==> src/rtl/assert_macros.svh <==
// Assertion macros shared by the subsampled integral image RTL.
// Every macro samples on clk and is disabled while rst_n is low.
// Synthesis builds define SYNTHESIS and get empty bodies.
`ifndef ASSERT_MACROS_SVH
`define ASSERT_MACROS_SVH

`ifndef SYNTHESIS

`define SSII_ASSERT(lbl, prop, msg) \
    lbl: assert property (@(posedge clk) disable iff (!rst_n) prop) else $error(msg);

`define SSII_NEVER(lbl, expr, msg) \
    lbl: assert property (@(posedge clk) disable iff (!rst_n) !(expr)) else $error(msg);

`else

`define SSII_ASSERT(lbl, prop, msg)

`define SSII_NEVER(lbl, expr, msg)

`endif

`endif

==> src/rtl/ssii_pkg.sv <==
// Package for the subsampled integral image unit: widths, defaults,
// register map, shared structs and the register clamp function. No dependencies.
`timescale 1ns / 1ps

package ssii_pkg;

    localparam int DEF_MAX_WIDTH   = 1024;
    localparam int DEF_MAX_HEIGHT  = 1024;
    localparam int DEF_SAMPLE_BITS = 16;

    localparam int CFG_W    = 11;
    localparam int ACC_W    = 36;
    localparam int GRID_W   = 10;
    localparam int PH_W     = 10;
    localparam int RATE_MAX = 1024;

    localparam int APB_AW = 4;
    localparam int APB_DW = 32;

    localparam logic [CFG_W-1:0] RST_IMAGE_WIDTH    = 11'd640;
    localparam logic [CFG_W-1:0] RST_IMAGE_HEIGHT   = 11'd480;
    localparam logic [CFG_W-1:0] RST_SUBSAMPLE_RATE = 11'd1;

    localparam int FIFO_DEPTH = 4;
    localparam int FIFO_AW    = 2;
    localparam int FIFO_CW    = 3;

    localparam int OUT_TDATA_W = ACC_W + 2 * GRID_W;

    typedef enum logic [1:0] {
        REG_IMAGE_WIDTH    = 2'd0,
        REG_IMAGE_HEIGHT   = 2'd1,
        REG_SUBSAMPLE_RATE = 2'd2
    } reg_index_t;

    typedef struct packed {
        logic              emit;
        logic              last;
        logic              end_row;
        logic              row_zero;
        logic [GRID_W-1:0] grid_col;
        logic [GRID_W-1:0] grid_row;
    } ctrl_info_t;

    typedef struct packed {
        logic              last;
        logic [GRID_W-1:0] row;
        logic [GRID_W-1:0] col;
        logic [ACC_W-1:0]  sum;
    } out_word_t;

    function automatic logic [CFG_W-1:0] clamp_cfg(logic [CFG_W-1:0] v, int unsigned hi);
        logic [CFG_W-1:0] r;
        if (v == '0)
        begin
            r = CFG_W'(1);
        end
        else if (32'(v) > hi)
        begin
            r = CFG_W'(hi);
        end
        else
        begin
            r = v;
        end
        return r;
    endfunction

endpackage

==> src/rtl/ssii_ctrl.sv <==
// Raster position, subsample phase and grid counters for the integral image.
// Depends on ssii_pkg; describes the word being accepted and advances on step.
`timescale 1ns / 1ps

module ssii_ctrl import ssii_pkg::*; #(
    parameter int MAX_WIDTH  = DEF_MAX_WIDTH,
    parameter int MAX_HEIGHT = DEF_MAX_HEIGHT
) (
    input  logic                         clk,
    input  logic                         rst_n,
    input  logic                         step,
    input  logic [CFG_W-1:0]             cfg_width,
    input  logic [CFG_W-1:0]             cfg_height,
    input  logic [CFG_W-1:0]             cfg_rate,
    input  logic [CFG_W-1:0]             grid_width,
    input  logic [CFG_W-1:0]             grid_height,
    output logic [$clog2(MAX_WIDTH)-1:0] col_addr,
    output ctrl_info_t                   info
);

    localparam int COL_W = $clog2(MAX_WIDTH);
    localparam int ROW_W = $clog2(MAX_HEIGHT);
    localparam int MW    = (COL_W > ROW_W) ? COL_W : ROW_W;
    localparam int XW    = ((MW > CFG_W) ? MW : CFG_W) + 1;

    logic [COL_W-1:0] pcol_reg, pcol_next, ocol_reg, ocol_next;
    logic [ROW_W-1:0] prow_reg, prow_next, orow_reg, orow_next;
    logic [PH_W-1:0]  cph_reg, cph_next, rph_reg, rph_next;
    logic [PH_W-1:0]  cph, rph, cph_wrap, rph_wrap;
    logic [XW-1:0]    cph_inc, rph_inc;
    logic             col_end, img_end;

    always_comb
    begin
        cph      = (XW'(cph_reg) >= XW'(cfg_rate)) ? '0 : cph_reg;
        rph      = (XW'(rph_reg) >= XW'(cfg_rate)) ? '0 : rph_reg;
        cph_inc  = XW'(cph) + XW'(1);
        rph_inc  = XW'(rph) + XW'(1);
        cph_wrap = (cph_inc >= XW'(cfg_rate)) ? '0 : PH_W'(cph_inc);
        rph_wrap = (rph_inc >= XW'(cfg_rate)) ? '0 : PH_W'(rph_inc);
        col_end  = (XW'(pcol_reg) + XW'(1)) >= XW'(cfg_width);
        img_end  = col_end && ((XW'(prow_reg) + XW'(1)) >= XW'(cfg_height));

        info.emit     = (cph == '0) && (rph == '0)
                        && (XW'(ocol_reg) < XW'(grid_width))
                        && (XW'(orow_reg) < XW'(grid_height));
        info.last     = ((XW'(ocol_reg) + XW'(1)) == XW'(grid_width))
                        && ((XW'(orow_reg) + XW'(1)) == XW'(grid_height));
        info.end_row  = col_end;
        info.row_zero = (prow_reg == '0);
        info.grid_col = GRID_W'(ocol_reg);
        info.grid_row = GRID_W'(orow_reg);
        col_addr      = pcol_reg;
    end

    always_comb
    begin
        pcol_next = pcol_reg;
        ocol_next = ocol_reg;
        cph_next  = cph;
        prow_next = prow_reg;
        orow_next = orow_reg;
        rph_next  = rph;

        if (!col_end)
        begin
            ocol_next = (cph == '0) ? ocol_reg + COL_W'(1) : ocol_reg;
            cph_next  = cph_wrap;
            pcol_next = pcol_reg + COL_W'(1);
        end
        else
        begin
            pcol_next = '0;
            ocol_next = '0;
            cph_next  = '0;
            if (img_end)
            begin
                prow_next = '0;
                orow_next = '0;
                rph_next  = '0;
            end
            else
            begin
                orow_next = (rph == '0) ? orow_reg + ROW_W'(1) : orow_reg;
                rph_next  = rph_wrap;
                prow_next = prow_reg + ROW_W'(1);
            end
        end
    end

    always_ff @(posedge clk or negedge rst_n)
    begin
        if (!rst_n)
        begin
            pcol_reg <= '0;
            ocol_reg <= '0;
            cph_reg  <= '0;
            prow_reg <= '0;
            orow_reg <= '0;
            rph_reg  <= '0;
        end
        else if (step)
        begin
            pcol_reg <= pcol_next;
            ocol_reg <= ocol_next;
            cph_reg  <= cph_next;
            prow_reg <= prow_next;
            orow_reg <= orow_next;
            rph_reg  <= rph_next;
        end
    end

endmodule

==> config.mk <==
export PLATFORM = sky130hd
export DESIGN_NAME = ssii_ctrl
export DESIGN_NICKNAME = d
export VERILOG_FILES = /design/src/rtl/assert_macros.svh /design/src/rtl/ssii_pkg.sv /design/src/rtl/ssii_ctrl.sv
export SDC_FILE = /design/constraint.sdc
export NUM_CORES = 1
export LEC_CHECK = 0
export ABC_AREA = 1
export BUFFER_PORTS_ARGS = -buffer_cell sky130_fd_sc_hd__buf_2
export CORE_MARGIN = 2
export CORE_UTILIZATION = 50
export DETAILED_ROUTE_END_ITERATION = 7
export PLACE_DENSITY = 0.71
export SYNTH_ARGS = -nofsm -noshare
export SYNTH_HDL_FRONTEND = slang
export SYNTH_SLANG_ARGS = --single-unit
==> constraint.sdc <==
create_clock -name clk -period 9.7 [get_ports clk]
set_input_delay 0.485 -clock clk [delete_from_list [all_inputs] [get_ports clk]]
set_output_delay 0.485 -clock clk [all_outputs]
set_load 0.02 [all_outputs]
==> impl_metrics.py <==
metrics = {
    "run_status": {
        "status": "complete, no violations",
    },
    "timing": {
        "top_achievable_clock_speed_mhz": 227,
        "timing.final.crit_period_ns": 4.40,
        "max-slew-margin-rel": 0.400,
        "finalSetupViolCount": 0,
        "final-hold-violation-count": 0,
        "grt_setup_unrepaired": "false",
        "skew_ns": 0.00651,
        "timing_worst_slew_pin_value_ns": 0.897,
        "setup_slack_ns": 5.30,
        "final.setup.tns_ns": 0,
        "timing.final.max_slew_violations": 0,
        "timing.final.crit_share": 0.454,
    },
    "clocking": {
        "clk_pin_slew_ns": 0.05,
        "numCtsBuffers": 9,
        "cts_max_path_buffers": 2,
        "cts.repair.resized": 0,
        "postcts_setup_bufs": 0,
        "tritoncts_num_sinks": 60,
        "insertion_delay_ns": 0.33,
        "postCtsHoldBufs": 0,
        "tritoncts_clock_tree": "built",
        "clock_tree.htree_level_count": 3,
        "cts_root_buf": "clkbuf_16",
    },
    "setup_path": {
        "kind_of_start_point_of_the_critical_path": "flip-flop",
        "timing.critical_path.from": "rph_reg[6]$_DFFE_PN0P_",
        "critPathCaptureType": "flip-flop",
        "timing.critical_path.buf_inv": 3,
        "crit_path_frequent_cell": "nand2_1",
        "setup.worst_path.class": "reg -> reg",
        "worst_flop_to_flop_path_startpoint": "rph_reg[6]$_DFFE_PN0P_",
        "cp_max_fo": 23,
        "worst-endpoint-required_ns": 9.97,
        "worst_ep_arrival_time_ns": 4.68,
        "cp_max_stage_cell": "dfrtp_1",
        "critical_path.top_delay_family": "simple AND/OR/NAND/NOR gates",
        "cp_cell_sequence": "ha_1 -> nand2_1 -> inv_1 -> nand2_1 -> nand2_1 -> nand2_1 -> nand2_2 -> nor2_4 -> inv_2 -> nor2_1 -> ha_1 -> nand4_1 -> inv_1 -> nand3b_1 -> and2_1 -> ha_1 -> a21oi_1 -> o21a_1 -> nand4_1 -> nor2_1 -> nand2_1 -> nor2_1 -> nand3_1 -> nand2_1",
        "worst_path_largest_cell_delay_ns": 0.47,
    },
    "placed_design": {
        "place_area_sq_um": 7010,
        "routabilityCongestion": 0.932,
        "place.detailed.hpwl_um": 12300,
        "numPortBuffers": 91,
        "pre_cts_ws_ns": 5.14,
    },
    "global_route": {
        "grt_max_degree": 61,
        "grt.total_usage": 0.239,
        "grt_busiest_layer": "met2",
        "antenna_found_initial": 0,
        "grt_util_met2": 0.380,
        "global_route.usage.met1": 0.344,
        "congestion_overflow_gr": 0,
        "grt_first_pass_wirelength_um": 26100,
        "via_count_of_the_first_global_routing_pass": 5605,
        "grt_util_met3": 0.0309,
    },
    "power_and_ir_drop": {
        "power_frac_comb": 0.459,
        "switching_share": 0.429,
        "power.clock.fraction": 0.258,
        "internal_power_uw": 799,
        "power.ir.vdd_worst_mv": 0.110,
        "power.density_cell_area_nw_per_um2": 191,
        "net-switching-power_uw": 601,
        "sequential_share_of_power": 0.283,
        "leakage_nw": 4.20,
    },
    "layout": {
        "stdcell_area_sq_um": 7350,
        "antenna_cells_inserted": 0,
        "drive_above_1_share": 0.137,
        "areaGrowthSynthToFinish_pct": 14.6,
        "final_net_count": 1178,
    },
    "floorplan": {
        "die_h_um": 117,
        "io_pins": 92,
        "placeableCoreArea_sq_um": 12600,
        "initial_core_util": 0.510,
        "die_extent_in_x_um": 117,
        "placementRows": 41,
        "die_ar_sq_um": 13700,
    },
    "routing": {
        "viasPerCell": 5.09,
        "drt-wirelength-per-cell_um": 13.0,
        "dr_total_vias": 6134,
        "drt_wl_total_um": 15600,
        "drc": 0,
        "drt_first_iter_violations": 502,
        "detail-route-antenna-nets": 0,
        "dr.pass1.iters": 5,
    },
    "min_path": {
        "worst_hold_path_type": "in -> async",
    },
    "run": {
        "max_cap_violations": 0,
    },
    "logic_synthesis": {
        "yosys.area.top_type": "dfrtp_1",
        "yosysWarnings": 0,
        "netlist-cell-type-count": 46,
        "netlist_top_cells_area": "dfrtp_1, ha_1, nand2_1",
        "synth.ff_latch_count": 60,
        "syn_area_sq_um": 6410,
        "synth.top_cell.area_share": 0.234,
        "synth-seq-area-share": 0.234,
        "synthesis.area_per_instance_sq_um": 6.85,
        "synth_nets": 1087,
        "syn-instance-count": 936,
    },
}
==> worst reg2reg max path, stage by stage, from the launching register on <==
cell and delay (ns):
dfrtp_1 0.47, ha_1 0.35, nand2_1 0.08, inv_1 0.05
nand2_1 0.06, nand2_1 0.05, nand2_1 0.07, nand2_2 0.07
nor2_4 0.40, inv_2 0.11, nor2_1 0.23, ha_1 0.28
nand4_1 0.11, inv_1 0.14, nand3b_1 0.10, and2_1 0.18
ha_1 0.31, a21oi_1 0.16, o21a_1 0.13, nand4_1 0.11
nor2_1 0.11, nand2_1 0.10, nor2_1 0.45, nand3_1 0.15
nand2_1 0.08
==> logic make-up (layout without fill, tap and decap cells) <==
kind of cell    count (synthesis)  count (layout)  share of synthesized area
fa+ha+maj                      93              93                      0.182
compound gates                100             100                     0.0900
xor+xnor                       33              33                     0.0451
buf+inv                       167             263                      0.102
flops                          60              60                      0.234
simple gates                  483             483                      0.347
==> area by class of cell <==
class	count	area [sq um]
fillers	1201	5220
multi-input cells	709	4250
flip-flops and latches	60	1500
inverters	155	582
repair buffers	92	463
clock buffers	11	233
well taps	172	215
clock inverters	5	100
==> path summary, 6_finish.rpt <==
kind / end / slack [ns] / cells past startpoint
worst max-delay path: rph_reg[8]$_DFFE_PN0P_ / 5.30 / 24
worst min-delay path: ocol_reg[1]$_DFFE_PN0P_ / 0.32 / 2
worst max register to register: rph_reg[8]$_DFFE_PN0P_ / 5.30 / 24
min in group clk: orow_reg[7]$_DFFE_PN0P_ / 0.56 / 2
max in group asynchronous: col_addr[1]$_DFFE_PN0P_ / 8.87 / 2
worst min register to register: orow_reg[7]$_DFFE_PN0P_ / 0.56 / 2
==> layout by cell type, fill, tap and decap left out, types with 10 or more instances in the layout <==
cell type / n
a21oi_1: 36
buf_2: 91
dfrtp_1: 60
ha_1: 93
inv_1: 151
nand2_1: 241
nand3_1: 76
nand3b_1: 10
nand4_1: 28
nor2_1: 78
nor3_1: 10
o21ai_0: 30
o22ai_1: 14
xor2_1: 31
==> per-stage QoR <==
step | cells | util | total power, mW | hold WS [ns]
2_1_floorplan | 936 | - | 0.865 | 0.189
3_3_place_gp | 1188 | 0.558 | 1.03 | 0.537
3_5_place_dp | 1188 | 0.558 | 1.04 | 0.549
4_1_cts | 1204 | 0.584 | 1.41 | 0.354
5_1_grt | 1204 | 0.584 | 1.52 | 0.409
6_report | 1204 | 0.584 | 1.40 | 0.315
==> cell usage after synthesis (all sizes together) <==
| cell type | number |
|---|---|
| a211oi | 1 |
| a21boi | 2 |
| a21o | 2 |
| a21oi | 36 |
| a22o | 1 |
| a31oi | 1 |
| and2 | 7 |
| and3 | 1 |
| buf | 8 |
| clkbuf | 4 |
| dfrtp | 60 |
| ha | 93 |
| inv | 155 |
| nand2 | 246 |
| nand3 | 77 |
| nand3b | 10 |
| nand4 | 32 |
| nor2 | 91 |
| nor3 | 11 |
| nor4 | 3 |
| o2111ai | 1 |
| o21a | 3 |
| o21ai | 33 |
| o21bai | 1 |
| o22ai | 14 |
| o2bb2ai | 1 |
| o31ai | 2 |
| o41ai | 2 |
| or2 | 4 |
| or3 | 1 |
| xnor2 | 2 |
| xor2 | 31 |
==> routing by layer <==
metal	part of all wire	wire, um
met2	0.44	6860
met4	0.015	239
met3	0.040	627
met5	0	0
met1	0.51	7920
==> power groups by stage <==
stage                     Sequential [mW]  Combinational (mW)  Clock, mW
final                               0.396               0.642      0.361
after global routing                0.405               0.740      0.379
after CTS                           0.395               0.645      0.368
after detailed placement            0.399               0.641          0
after global placement              0.398               0.635          0
after floorplan                     0.398               0.467          0
No activity file was read; power rests on OpenSTA's default activity.
