### src/rtl/assert_macros.svh
// Assertion macros shared by the subsampled integral image RTL.
// Every macro samples on clk and is disabled while rst_n is low.
// Synthesis builds define SYNTHESIS and get empty bodies.
`ifndef ASSERT_MACROS_SVH
`define ASSERT_MACROS_SVH

`ifndef SYNTHESIS

`define SSII_ASSERT(lbl, prop, msg) \
    lbl: assert property (@(posedge clk) disable iff (!rst_n) prop) else $error(msg);

`define SSII_NEVER(lbl, expr, msg) \
    lbl: assert property (@(posedge clk) disable iff (!rst_n) !(expr)) else $error(msg);

`else

`define SSII_ASSERT(lbl, prop, msg)

`define SSII_NEVER(lbl, expr, msg)

`endif

`endif

### src/rtl/ssii_pkg.sv
// Package for the subsampled integral image unit: widths, defaults,
// register map, shared structs and the register clamp function. No dependencies.
`timescale 1ns / 1ps

package ssii_pkg;

    localparam int DEF_MAX_WIDTH   = 1024;
    localparam int DEF_MAX_HEIGHT  = 1024;
    localparam int DEF_SAMPLE_BITS = 16;

    localparam int CFG_W    = 11;
    localparam int ACC_W    = 36;
    localparam int GRID_W   = 10;
    localparam int PH_W     = 10;
    localparam int RATE_MAX = 1024;

    localparam int APB_AW = 4;
    localparam int APB_DW = 32;

    localparam logic [CFG_W-1:0] RST_IMAGE_WIDTH    = 11'd640;
    localparam logic [CFG_W-1:0] RST_IMAGE_HEIGHT   = 11'd480;
    localparam logic [CFG_W-1:0] RST_SUBSAMPLE_RATE = 11'd1;

    localparam int FIFO_DEPTH = 4;
    localparam int FIFO_AW    = 2;
    localparam int FIFO_CW    = 3;

    localparam int OUT_TDATA_W = ACC_W + 2 * GRID_W;

    typedef enum logic [1:0] {
        REG_IMAGE_WIDTH    = 2'd0,
        REG_IMAGE_HEIGHT   = 2'd1,
        REG_SUBSAMPLE_RATE = 2'd2
    } reg_index_t;

    typedef struct packed {
        logic              emit;
        logic              last;
        logic              end_row;
        logic              row_zero;
        logic [GRID_W-1:0] grid_col;
        logic [GRID_W-1:0] grid_row;
    } ctrl_info_t;

    typedef struct packed {
        logic              last;
        logic [GRID_W-1:0] row;
        logic [GRID_W-1:0] col;
        logic [ACC_W-1:0]  sum;
    } out_word_t;

    function automatic logic [CFG_W-1:0] clamp_cfg(logic [CFG_W-1:0] v, int unsigned hi);
        logic [CFG_W-1:0] r;
        if (v == '0)
        begin
            r = CFG_W'(1);
        end
        else if (32'(v) > hi)
        begin
            r = CFG_W'(hi);
        end
        else
        begin
            r = v;
        end
        return r;
    endfunction

endpackage

### src/rtl/ssii_div.sv
// Two-lane restoring divider that turns the clamped image size into grid size.
// Depends on ssii_pkg; one quotient bit per cycle, reruns after reset and on start.
`timescale 1ns / 1ps

module ssii_div import ssii_pkg::*; (
    input  logic             clk,
    input  logic             rst_n,
    input  logic             start,
    input  logic [CFG_W-1:0] dividend_a,
    input  logic [CFG_W-1:0] dividend_b,
    input  logic [CFG_W-1:0] divisor,
    output logic             busy,
    output logic [CFG_W-1:0] quot_a,
    output logic [CFG_W-1:0] quot_b
);

    localparam int CNT_W = $clog2(CFG_W);

    logic             busy_reg, busy_next;
    logic [CNT_W-1:0] cnt_reg, cnt_next;
    logic [CFG_W-1:0] rem_a_reg, rem_a_next, rem_b_reg, rem_b_next;
    logic [CFG_W-1:0] quot_a_reg, quot_a_next, quot_b_reg, quot_b_next;
    logic [CNT_W-1:0] bit_idx;
    logic [CFG_W:0]   trial_a, trial_b;
    logic             take_a, take_b;

    always_comb
    begin
        bit_idx = CNT_W'(CFG_W - 1) - cnt_reg;
        trial_a = {rem_a_reg, dividend_a[bit_idx]};
        trial_b = {rem_b_reg, dividend_b[bit_idx]};
        take_a  = trial_a >= {1'b0, divisor};
        take_b  = trial_b >= {1'b0, divisor};

        busy_next   = busy_reg;
        cnt_next    = cnt_reg;
        rem_a_next  = rem_a_reg;
        rem_b_next  = rem_b_reg;
        quot_a_next = quot_a_reg;
        quot_b_next = quot_b_reg;

        if (start)
        begin
            busy_next  = 1'b1;
            cnt_next   = '0;
            rem_a_next = '0;
            rem_b_next = '0;
        end
        else if (busy_reg)
        begin
            rem_a_next  = take_a ? CFG_W'(trial_a - {1'b0, divisor}) : CFG_W'(trial_a);
            rem_b_next  = take_b ? CFG_W'(trial_b - {1'b0, divisor}) : CFG_W'(trial_b);
            quot_a_next = {quot_a_reg[CFG_W-2:0], take_a};
            quot_b_next = {quot_b_reg[CFG_W-2:0], take_b};
            cnt_next    = cnt_reg + CNT_W'(1);
            if (cnt_reg == CNT_W'(CFG_W - 1))
            begin
                busy_next = 1'b0;
            end
        end
    end

    always_ff @(posedge clk or negedge rst_n)
    begin
        if (!rst_n)
        begin
            busy_reg  <= 1'b1;
            cnt_reg   <= '0;
            rem_a_reg <= '0;
            rem_b_reg <= '0;
        end
        else
        begin
            busy_reg  <= busy_next;
            cnt_reg   <= cnt_next;
            rem_a_reg <= rem_a_next;
            rem_b_reg <= rem_b_next;
        end
    end

    always_ff @(posedge clk)
    begin
        quot_a_reg <= quot_a_next;
        quot_b_reg <= quot_b_next;
    end

    assign busy   = busy_reg;
    assign quot_a = quot_a_reg;
    assign quot_b = quot_b_reg;

endmodule

### config.mk
export PLATFORM = sky130hd
export DESIGN_NAME = ssii_div
export DESIGN_NICKNAME = d
export VERILOG_FILES = /design/src/rtl/assert_macros.svh /design/src/rtl/ssii_pkg.sv /design/src/rtl/ssii_div.sv
export SDC_FILE = /design/constraint.sdc
export NUM_CORES = 1
export LEC_CHECK = 0
export BUFFER_PORTS_ARGS = -buffer_cell sky130_fd_sc_hd__buf_2
export CAP_MARGIN = 25
export CORE_MARGIN = 2
export CORE_UTILIZATION = 61
export DETAILED_ROUTE_END_ITERATION = 10
export PLACE_DENSITY_LB_ADDON = 0.25
export RECOVER_POWER = 50
export SLEW_MARGIN = 15
export SYNTH_ARGS = -nofsm -noshare
export SYNTH_HDL_FRONTEND = slang
export SYNTH_SLANG_ARGS = --single-unit
### constraint.sdc
create_clock -name clk -period 7.9 [get_ports clk]
set_clock_uncertainty 0.2 [all_clocks]
set_input_delay 0.395 -clock clk [delete_from_list [all_inputs] [get_ports clk]]
set_output_delay 0.395 -clock clk [all_outputs]
set_load 0.02 [all_outputs]
==> results of run 1 <==
## layout by cell type, fill, tap and decap left out, types with 3 or more instances in the layout
master	n
sky130_fd_sc_hd__buf_2	44
sky130_fd_sc_hd__edfxtp_1	22
sky130_fd_sc_hd__a211oi_1	6
sky130_fd_sc_hd__a21boi_0	3
sky130_fd_sc_hd__nand3_1	7
sky130_fd_sc_hd__nand4_1	5
sky130_fd_sc_hd__nand2b_1	7
sky130_fd_sc_hd__o221a_2	3
sky130_fd_sc_hd__inv_1	19
sky130_fd_sc_hd__a311oi_1	7
sky130_fd_sc_hd__mux4_2	4
sky130_fd_sc_hd__clkbuf_1	14
sky130_fd_sc_hd__nor2_1	36
sky130_fd_sc_hd__nand2_1	36
sky130_fd_sc_hd__clkbuf_8	5
sky130_fd_sc_hd__o21a_1	6
sky130_fd_sc_hd__o21ai_0	21
sky130_fd_sc_hd__xor2_1	3
sky130_fd_sc_hd__a21oi_1	22
sky130_fd_sc_hd__a31oi_1	4
sky130_fd_sc_hd__dfrtp_1	26
sky130_fd_sc_hd__mux2i_1	8
sky130_fd_sc_hd__or2_2	4
sky130_fd_sc_hd__ha_1	24
sky130_fd_sc_hd__xnor2_1	7
sky130_fd_sc_hd__o311a_1	4
sky130_fd_sc_hd__nor3_1	15
## power by group through the flow
| stage | logic (mW) | registers, mW | clock network [mW] |
|---|---|---|---|
| finish | 0.569 | 0.382 | 0.184 |
| global route | 0.632 | 0.389 | 0.198 |
| CTS | 0.564 | 0.380 | 0.188 |
| detailed placement | 0.561 | 0.385 | 0 |
| global placement | 0.545 | 0.386 | 0 |
| floorplan | 0.431 | 0.388 | 0 |
## cell families after synthesis
family,after synthesis,share of synthesized area (%)
AO/OA/AOI/OAI,92,19.2
XOR/XNOR,10,2.67
adder cells (fa/ha/maj),26,10.4
buffers and inverters,35,4.30
flip-flops,49,40.7
multiplexers,14,5.86
AND/OR/NAND/NOR,120,16.9
## metrics by stage
stage / power, mW / setup WS, ns
after floorplan: 0.819 / 3.76
after global placement: 0.930 / 3.66
after detailed placement: 0.946 / 3.46
after CTS: 1.13 / 3.44
after global routing: 1.22 / 3.14
final: 1.14 / 3.42
## cells in the mapped netlist, drive strengths merged (4+ instances only)
master / instances
a31oi: 4
a21oi: 22
or2: 4
o21a: 6
buf: 4
o21ai: 21
dfrtp: 26
nand2: 36
nor3: 15
a211oi: 6
nand3: 7
edfxtp: 22
mux4: 4
nand2b: 7
nand4: 5
xnor2: 7
inv: 21
ha: 24
o311a: 4
mux2i: 8
clkbuf: 9
a311oi: 8
nor2: 36
## critical path, stage by stage (launching register included)
cell and delay, ns:
sky130_fd_sc_hd__dfrtp_1 0.67, sky130_fd_sc_hd__inv_1 0.09, sky130_fd_sc_hd__ha_1 0.45, sky130_fd_sc_hd__nor2b_1 0.21
sky130_fd_sc_hd__o2bb2ai_1 0.13, sky130_fd_sc_hd__mux2i_1 0.09, sky130_fd_sc_hd__nor2_1 0.11, sky130_fd_sc_hd__a31oi_1 0.06
sky130_fd_sc_hd__ha_1 0.25, sky130_fd_sc_hd__fa_1 0.41, sky130_fd_sc_hd__and2b_1 0.24, sky130_fd_sc_hd__o22ai_2 0.11
sky130_fd_sc_hd__a211o_1 0.36, sky130_fd_sc_hd__and2_1 0.31, sky130_fd_sc_hd__or3b_1 0.44, sky130_fd_sc_hd__a311oi_2 0.25
## how the worst min path moves through the flow
| stage | from | cells past startpoint | to | slack, ns |
|---|---|---|---|---|
| after floorplan | rst_n | 0 | cnt_reg[0]$_DFFE_PN0P_ | -0.10 |
| after global placement | quot_b[6]$_DFFE_PP_ | 0 | quot_b[7]$_DFFE_PP_ | 0.22 |
| after detailed placement | quot_a[6]$_DFFE_PP_ | 0 | quot_a[7]$_DFFE_PP_ | 0.23 |
| after CTS | quot_a[6]$_DFFE_PP_ | 0 | quot_a[7]$_DFFE_PP_ | 0.25 |
| after global routing | quot_b[6]$_DFFE_PP_ | 0 | quot_b[7]$_DFFE_PP_ | 0.26 |
| final | quot_a[6]$_DFFE_PP_ | 0 | quot_a[7]$_DFFE_PP_ | 0.25 |
## repair_timing
item                                   4_1_cts  5_1_grt
setup buffers                                0        0
endpoints found under the hold margin       26        0
hold buffers                                 1        0
## per-layer routing
layer  part of all wire [%]  vias to the layer above
met5                      0                        -
met4                    1.5                        0
met3                    6.9                       13
met2                     48                      124
met1                     43                     1330
li1                       -                     1383
## layout make-up
type / count / share of cell area, %
repair buffers: 59 / 7.62
clock inverters: 3 / 1.18
clock buffers: 5 / 1.85
multi-input cells: 262 / 48.7
well taps: 70 / 2.36
inverters: 22 / 2.23
flip-flops and latches: 49 / 36.1
==> results, run 1 <==
- The flow ran to the end, but the final reports show violations.
- The final reports fail on capacitance limit, slew limit.
- met2 is the most crowded layer.
- The congestion estimate from routability-driven global placement came to between 0.9 and 1.
- The area share of the leading cell type in the synthesized netlist is around a fifth.
- The clock network fraction of design power is around 16%.
- For this run, global-route usage on met3 was measured as around 5.1%.
- The endpoint of the lowest-slack register-to-register path is rem_a_reg[6]$_DFFE_PN0P_.
- The final critical path takes up 56.7% of the cycle.
- For this run, the leading register cell type out of synthesis is sky130_fd_sc_hd__dfrtp_1.
- Headroom to the max-slew limit came out at -5.07%.
- The worst path arrival time is 4.50 ns.
- 59 I/O pins were placed.
- The met2 track demand over resource is between 40% and 50%.
- The routed design could run at a clock period as short as about 4.5 ns.
- At the worst endpoint, the required time is 7.92 ns.
- Averaged over all synthesized cells, the footprint is between 9 and 10 sq um.
- The final non-filler cell total is 470.
- The type of the worst min-delay path is reg2reg.
- The wire length reported by the detailed router is roughly 7500 um.
- The type of origin of the critical path is a register.
- The most critical setup path has its endpoint at rem_a_reg[6]$_DFFE_PN0P_.
- Once detail routing completed, the nets flagged for antenna violations numbered 0.
- In this run, placement finished with an instance count of ~460.
- The detail-routed net length per standard cell is roughly 16 um.
- Power spread over the standard cell area amounts to 306 nW/um^2.
- The area growth from synthesis to final layout is 12.9%.
- The via count of the first global-routing pass is between 2000 and 3000.
- After clock tree synthesis, the clock-pin slew on the worst setup and hold paths is around 0.10 ns.
- The multi-input combinational cells in the finished layout cover a total of roughly 1800 sq um.
- Summing over every cut layer, the via total after detailed routing is between 2000 and 3000.
- The combined global-route utilization of all metal layers is 26.6%.
- The max-slew violation count is 28.
- The clock tree synthesis step divided the H-tree into 2 levels.
- The critical path class is reg2reg.
- Measured on the finished design, the core utilization comes to between 70 and 80%.
- Counting the fill cells in the layout gives around 400.
- For flop-to-flop paths, the worst setup slack is 3.42 ns.
- The final routed DRC violation total is 0.
- The proportion of synthesized flip-flops having asynchronous set or reset is 55.1%.
- The die extent in x is 77.4 um.
- The count of input and output buffers is 58.
- Post-CTS repair changed the size of 0 cells.
- Across the run, the number of max-cap violations was 1.
- The initial antenna violation count was 0.
- In this run, CTS created clock tree buffers numbering 5.
- Summing all placed instances gives a cell area of about 3600 sq um.
- At the pin with the least slew margin, the transition time is between 1.5 and 2 ns.
- The detailed placer's ending HPWL is ~5500 um.
- In this run the deepest clock path goes through 2 buffers.
- The proportion of layout cells with a drive suffix above 1 is 17.5%.
- The first global-routing pass estimated roughly 13000 um of wire.
- The worst hold slack after final layout is about 0.25 ns.
- The post-route standard cell area excluding fillers is 3710 sq um.
- The synthesized instance count is ~350.
- After the first detailed-routing iteration, the DRC count stood at approximately 270.
- The number of clock sinks is approximately 50.
- The internal power is approximately 0.66 mW.
- In this run the worst setup path begins at cnt_reg[0]$_DFFE_PN0P_.
- The total number of placement rows is 26.
- Once the floorplan was initialized, standard cells occupied 63.9% of the core.
- The sequential power share is 33.7%.
- Entering global routing, the biggest net connects 41 pins.
- The repair_antennas step left the layout with diodes totalling 0.
- The element type at the critical path end is a register.
- The number of iterations in the first detailed-routing pass is 5.
- The floorplan step defined a die boundary enclosing ~6000 sq um.
- The share of total power consumed by net switching is roughly two fifths.
- Dividing the detail-routed via count by the number of cells gives approximately 6.1.
- In this run the worst path has a maximum fanout of 12.
- The register area share after synthesis is about two fifths.
- Yosys mapped a number of flops with a built-in enable equal to 22.
- The clock insertion delay at the later pin of the skew report is ~0.31 ns.
- The largest voltage drop on the vdd net is roughly 0.17 mV.
- The die outline height is 77.4 um.
- The peak clock frequency supported by timing is around 220 MHz.
- The clock root buffer is sky130_fd_sc_hd__clkbuf_8.
- The worst-case reg-to-reg path depth is 15.
- The combinational cell fraction of total power is roughly 50%.
- TritonCTS built the clock tree.
- Synthesis produced a netlist with a net count of approximately 400.
- The startpoint of the lowest-slack register-to-register path is cnt_reg[0]$_DFFE_PN0P_.
- The area of the mapped netlist is around 3300 sq um.
- Summed over all instances, the cell type with the most area after synthesis is sky130_fd_sc_hd__edfxtp_1.
- The core region area is ~5100 sq um.
- The final hold violation count is 0.
- The number of nets in the final layout is 461.
- Setup repair after global routing left no endpoint under its margin.
- The summed negative setup slack over all endpoints is 0 ns.
- Setup violations remaining at the end of the flow were counted as 0.
- Summing all flip-flop and latch instances after layout gives between 1000 and 1500 sq um.
- For this run the aggregate overflow at the end of global routing stands at 0.
- Summed over all cells, the static leakage comes to roughly 1.6 nW.
- The met1 track demand over resource is a little over a third.
- The total of flip-flops plus latches after synthesis is slightly below 50.
- The analysis attributes to net switching a power of roughly 0.48 mW.
- In the post-synthesis netlist, the biggest area contributors are sky130_fd_sc_hd__edfxtp_1, sky130_fd_sc_hd__dfrtp_1, sky130_fd_sc_hd__ha_1, sky130_fd_sc_hd__nand2_1, sky130_fd_sc_hd__nor2_1.
- The Yosys warning count is 0.
- The post-synthesis cell type count is 50.
(Power assumes the default switching activity.)
==> run 2: changes to the inputs <==
--- a/config.mk
+++ b/config.mk
@@ -8,7 +8,7 @@
 export BUFFER_PORTS_ARGS = -buffer_cell sky130_fd_sc_hd__buf_2
 export CAP_MARGIN = 25
 export CORE_MARGIN = 2
-export CORE_UTILIZATION = 61
+export CORE_UTILIZATION = 56
 export DETAILED_ROUTE_END_ITERATION = 10
 export PLACE_DENSITY_LB_ADDON = 0.25
 export RECOVER_POWER = 50
==> constraint.sdc (replaced) <==
create_clock -name clk -period 4.5 [get_ports clk]
set_clock_uncertainty 0.2 [all_clocks]
set_input_delay 0.225 -clock clk [delete_from_list [all_inputs] [get_ports clk]]
set_output_delay 0.225 -clock clk [all_outputs]
set_load 0.02 [all_outputs]
==> run 2 against run 1 <==
- the flow still finishes with violations (capacitance limit, slew limit)
- cell area up 0.37%
- clock-buffer cell count unchanged
- maximum frequency up 6.0%
- via count is 1.5% higher
- worst hold slack worse by 0.082 ns
- critical path type unchanged
==> results, run 2 (synthesis results as in run 1) <==
- In the routed design, unresolved DRC markers number 0.
- The max-slew headroom at the worst pin is -7.75%.
- The number of filler instances in the final layout is between 400 and 500.
- The remaining number of nets flagged by the antenna check after routing is 0.
- The max-slew violation count came to 28.
- The congestion estimate from routability-driven global placement came to 0.921.
- Dividing the final minimum period by the clock period gives ~94%.
- CTS saw 49 sinks.
- Across the run, the number of max-cap violations was 1.
- The post-route netlist has 18.1% of its cells at a drive strength greater than 1.
- The total area inside the core boundary comes to roughly 5600 sq um.
- The worst setup path is launched from a register.
- The detailed placer's ending HPWL is between 5000 and 6000 um.
- The final non-filler cell total is approximately 480.
- For flop-to-flop paths, the worst setup slack is about 0.27 ns.
- Wires add up to between 7000 and 8000 um.
- The critical path class is reg2reg.
- The die outline height is ~80 um.
- The first detailed-routing pass ran for 5 iterations.
- Counting instances, the worst hold path has a depth of 2.
- The element type at the critical path end is a register.
- The floorplan step set the die width to between 80 and 90 um.
- The power density over cell area is roughly 530 nW/um^2.
- In this run the most critical hold path is launched from start.
- The clock insertion delay at the later pin of the skew report is slightly above 0.3 ns.
- The via count of the first global-routing pass was roughly 2800.
- Global routing used under 10% of the available met3 tracks.
- The startpoint of the lowest-slack register-to-register path is cnt_reg[1]$_DFFE_PN0P_.
- The post-CTS setup buffer count is 0.
- Based on the critical path, the design can be clocked at up to between 200 and 250 MHz.
- The endpoint identified for the worst register-to-register timing path is rem_b_reg[6]$_DFFE_PN0P_.
- The critical path's most frequent cell is sky130_fd_sc_hd__ha_1.
- The die covers approximately 6500 sq um.
- Setup violations remaining at the end of the flow were counted as 0.
- 0 antenna diodes ended up in the layout.
- The design draws around 2.0 mW.
- The worst-case reg-to-reg path depth is 14.
- The summed negative setup slack over all endpoints is 0 ns.
- The initial standard-cell utilization of the core is about three fifths.
- For the worst setup path, the data required time is roughly 4.5 ns.
- Clock-pin slew was measured on the worst setup and hold paths at ~0.11 ns.
- The clock tree synthesis step divided the H-tree into 2 levels.
- met2 is the most crowded layer.
- The combined global-route utilization of all metal layers is around a quarter.
- The signal on the critical path passes through ha_1 > nor2b_1 > o2bb2ai_1 > mux2i_1 > nor2_1 > a31oi_1 > ha_1 > fa_1 > and2b_1 > o22ai_1 > a211o_1 > and2_1 > or3b_1 > a311oi_1.
- The net count of the finished layout is about 460.
- The met2 track demand over resource is 42.1%.
- The static leakage power is roughly 1.6 nW.
- Counting both buffers and inverters, the worst setup path holds a total of 0.
- The flow ran to the end, but the final reports show violations.
- The detailed router finished its first iteration with just under 200 violations.
- The type of the worst min-delay path is in2reg.
- The library cell used most frequently in the layout, excluding fill and tap cells, is sky130_fd_sc_hd__buf_2.
- Setup repair after global routing left no endpoint under its margin.
- The tree is rooted in a sky130_fd_sc_hd__clkbuf_8.
- The final hold violation count is 0.
- The critical path's largest stage delay is approximately 0.46 ns.
- The path with the worst hold slack has its endpoint at cnt_reg[0]$_DFFE_PN0P_.
- The area growth from synthesis to final layout is 13.3%.
- The number of gates resized after CTS was 0.
- The largest net degree at the start of global routing is 41.
- The worst path arrival time is ~4.3 ns.
- The maximum net fanout on the critical path is 11.
- TritonCTS built the clock tree.
- On the critical path, the stage with the largest delay is an instance of sky130_fd_sc_hd__ha_1.
- Dividing the detail-routed wire length by the instance count gives between 15 and 20 um.
- The cell family contributing the most delay on the critical path is simple AND/OR/NAND/NOR gates.
- Buffers inserted during clock tree synthesis total 5.
- The maximum clock path buffer count is 2.
- The first global-routing pass estimated ~13000 um of wire.
- The final reports fail on capacitance limit, slew limit.
- Leaving out fill and tap cells, the most frequent cells in the layout are sky130_fd_sc_hd__buf_2, sky130_fd_sc_hd__nor2_1, sky130_fd_sc_hd__nand2_1, sky130_fd_sc_hd__dfrtp_1, sky130_fd_sc_hd__ha_1.
- The detailed router placed 2892 vias in this run.
- The count of input and output buffers is 58.
- Summed over all layers, the global routing overflow is 0.
- The initial antenna violation count is 0.
- The met1 track demand over resource is 34.0%.
- The largest voltage drop on the vdd net is 0.293 mV.
- The slew of the pin with the lowest slew margin is approximately 1.6 ns.
- Including well taps, the total number of placed cells is between 400 and 500.
- Dividing the detail-routed via count by the number of cells gives 6.09.
- The I/O pin count is slightly below 60.
- The worst path needs roughly 4.2 ns of the cycle, external delays included.
- The total number of placement rows is 27.
==> run 2: how the worst max path moves through the flow <==
stage	startpoint	end	slack (ns)	cells past startpoint
final	cnt_reg[1]$_DFFE_PN0P_	rem_b_reg[6]$_DFFE_PN0P_	0.27	14
after global routing	cnt_reg[1]$_DFFE_PN0P_	rem_b_reg[8]$_DFFE_PN0P_	0.04	14
after CTS	cnt_reg[1]$_DFFE_PN0P_	rem_b_reg[6]$_DFFE_PN0P_	0.30	14
after detailed placement	cnt_reg[1]$_DFFE_PN0P_	rem_b_reg[6]$_DFFE_PN0P_	0.33	14
after global placement	cnt_reg[1]$_DFFE_PN0P_	rem_b_reg[6]$_DFFE_PN0P_	0.52	14
after floorplan	cnt_reg[0]$_DFFE_PN0P_	rem_a_reg[6]$_DFFE_PN0P_	0.36	18
==> run 2: through the flow <==
step | hold slack [ns] | setup WS (ns) | cell area [sq um] | utilization, %
floorplan | -0.271 | 0.363 | 3290 | -
CTS | 0.156 | 0.301 | 3730 | 66.8
global route | 0.179 | 0.0369 | 3720 | 66.8
global placement | 0.0844 | 0.523 | 3620 | 65.0
detailed placement | 0.0988 | 0.325 | 3620 | 65.0
finish | 0.169 | 0.275 | 3720 | 66.8
==> run 2: repair_timing <==
item	4_1_cts	5_1_grt
endpoints found under the hold margin	26	0
setup endpoints to repair	0	0
hold buffers	1	0
==> run 2: layout make-up <==
| type | count | area, sq um | share of cell area [%] |
|---|---|---|---|
| clock buffer | 5 | 68.8 | 1.85 |
| tap | 72 | 90.1 | 2.42 |
| clock inverter | 3 | 25.0 | 0.672 |
| multi-input combinational | 262 | 1810 | 48.5 |
| inverter | 22 | 82.6 | 2.22 |
| timing repair buffer | 62 | 313 | 8.40 |
| sequential | 49 | 1340 | 35.9 |
==> run 2: layer usage <==
metal  vias up  share of wire, %
met5         -                 0
met4         0               1.5
met3        15               6.1
met2       112                49
met1      1384                44
li1       1381                 -
==> run 2: worst register-to-register path: stages (launching register included) <==
cell	delay (ns)
sky130_fd_sc_hd__dfrtp_1	0.45
sky130_fd_sc_hd__ha_1	0.47
sky130_fd_sc_hd__nor2b_1	0.23
sky130_fd_sc_hd__o2bb2ai_1	0.13
sky130_fd_sc_hd__mux2i_1	0.08
sky130_fd_sc_hd__nor2_1	0.10
sky130_fd_sc_hd__a31oi_1	0.07
sky130_fd_sc_hd__ha_1	0.26
sky130_fd_sc_hd__fa_1	0.40
sky130_fd_sc_hd__and2b_1	0.24
sky130_fd_sc_hd__o22ai_1	0.13
sky130_fd_sc_hd__a211o_1	0.39
sky130_fd_sc_hd__and2_1	0.33
sky130_fd_sc_hd__or3b_1	0.43
sky130_fd_sc_hd__a311oi_1	0.24
==> run 2: power breakdown <==
| group | internal, mW | total [mW] | switching, mW | leakage (nW) |
|---|---|---|---|---|
| Sequential | 0.583 | 0.672 | 0.0882 | 0.582 |
| Combinational | 0.419 | 1.02 | 0.603 | 1.01 |
| Clock | 0.114 | 0.281 | 0.167 | 0.0452 |
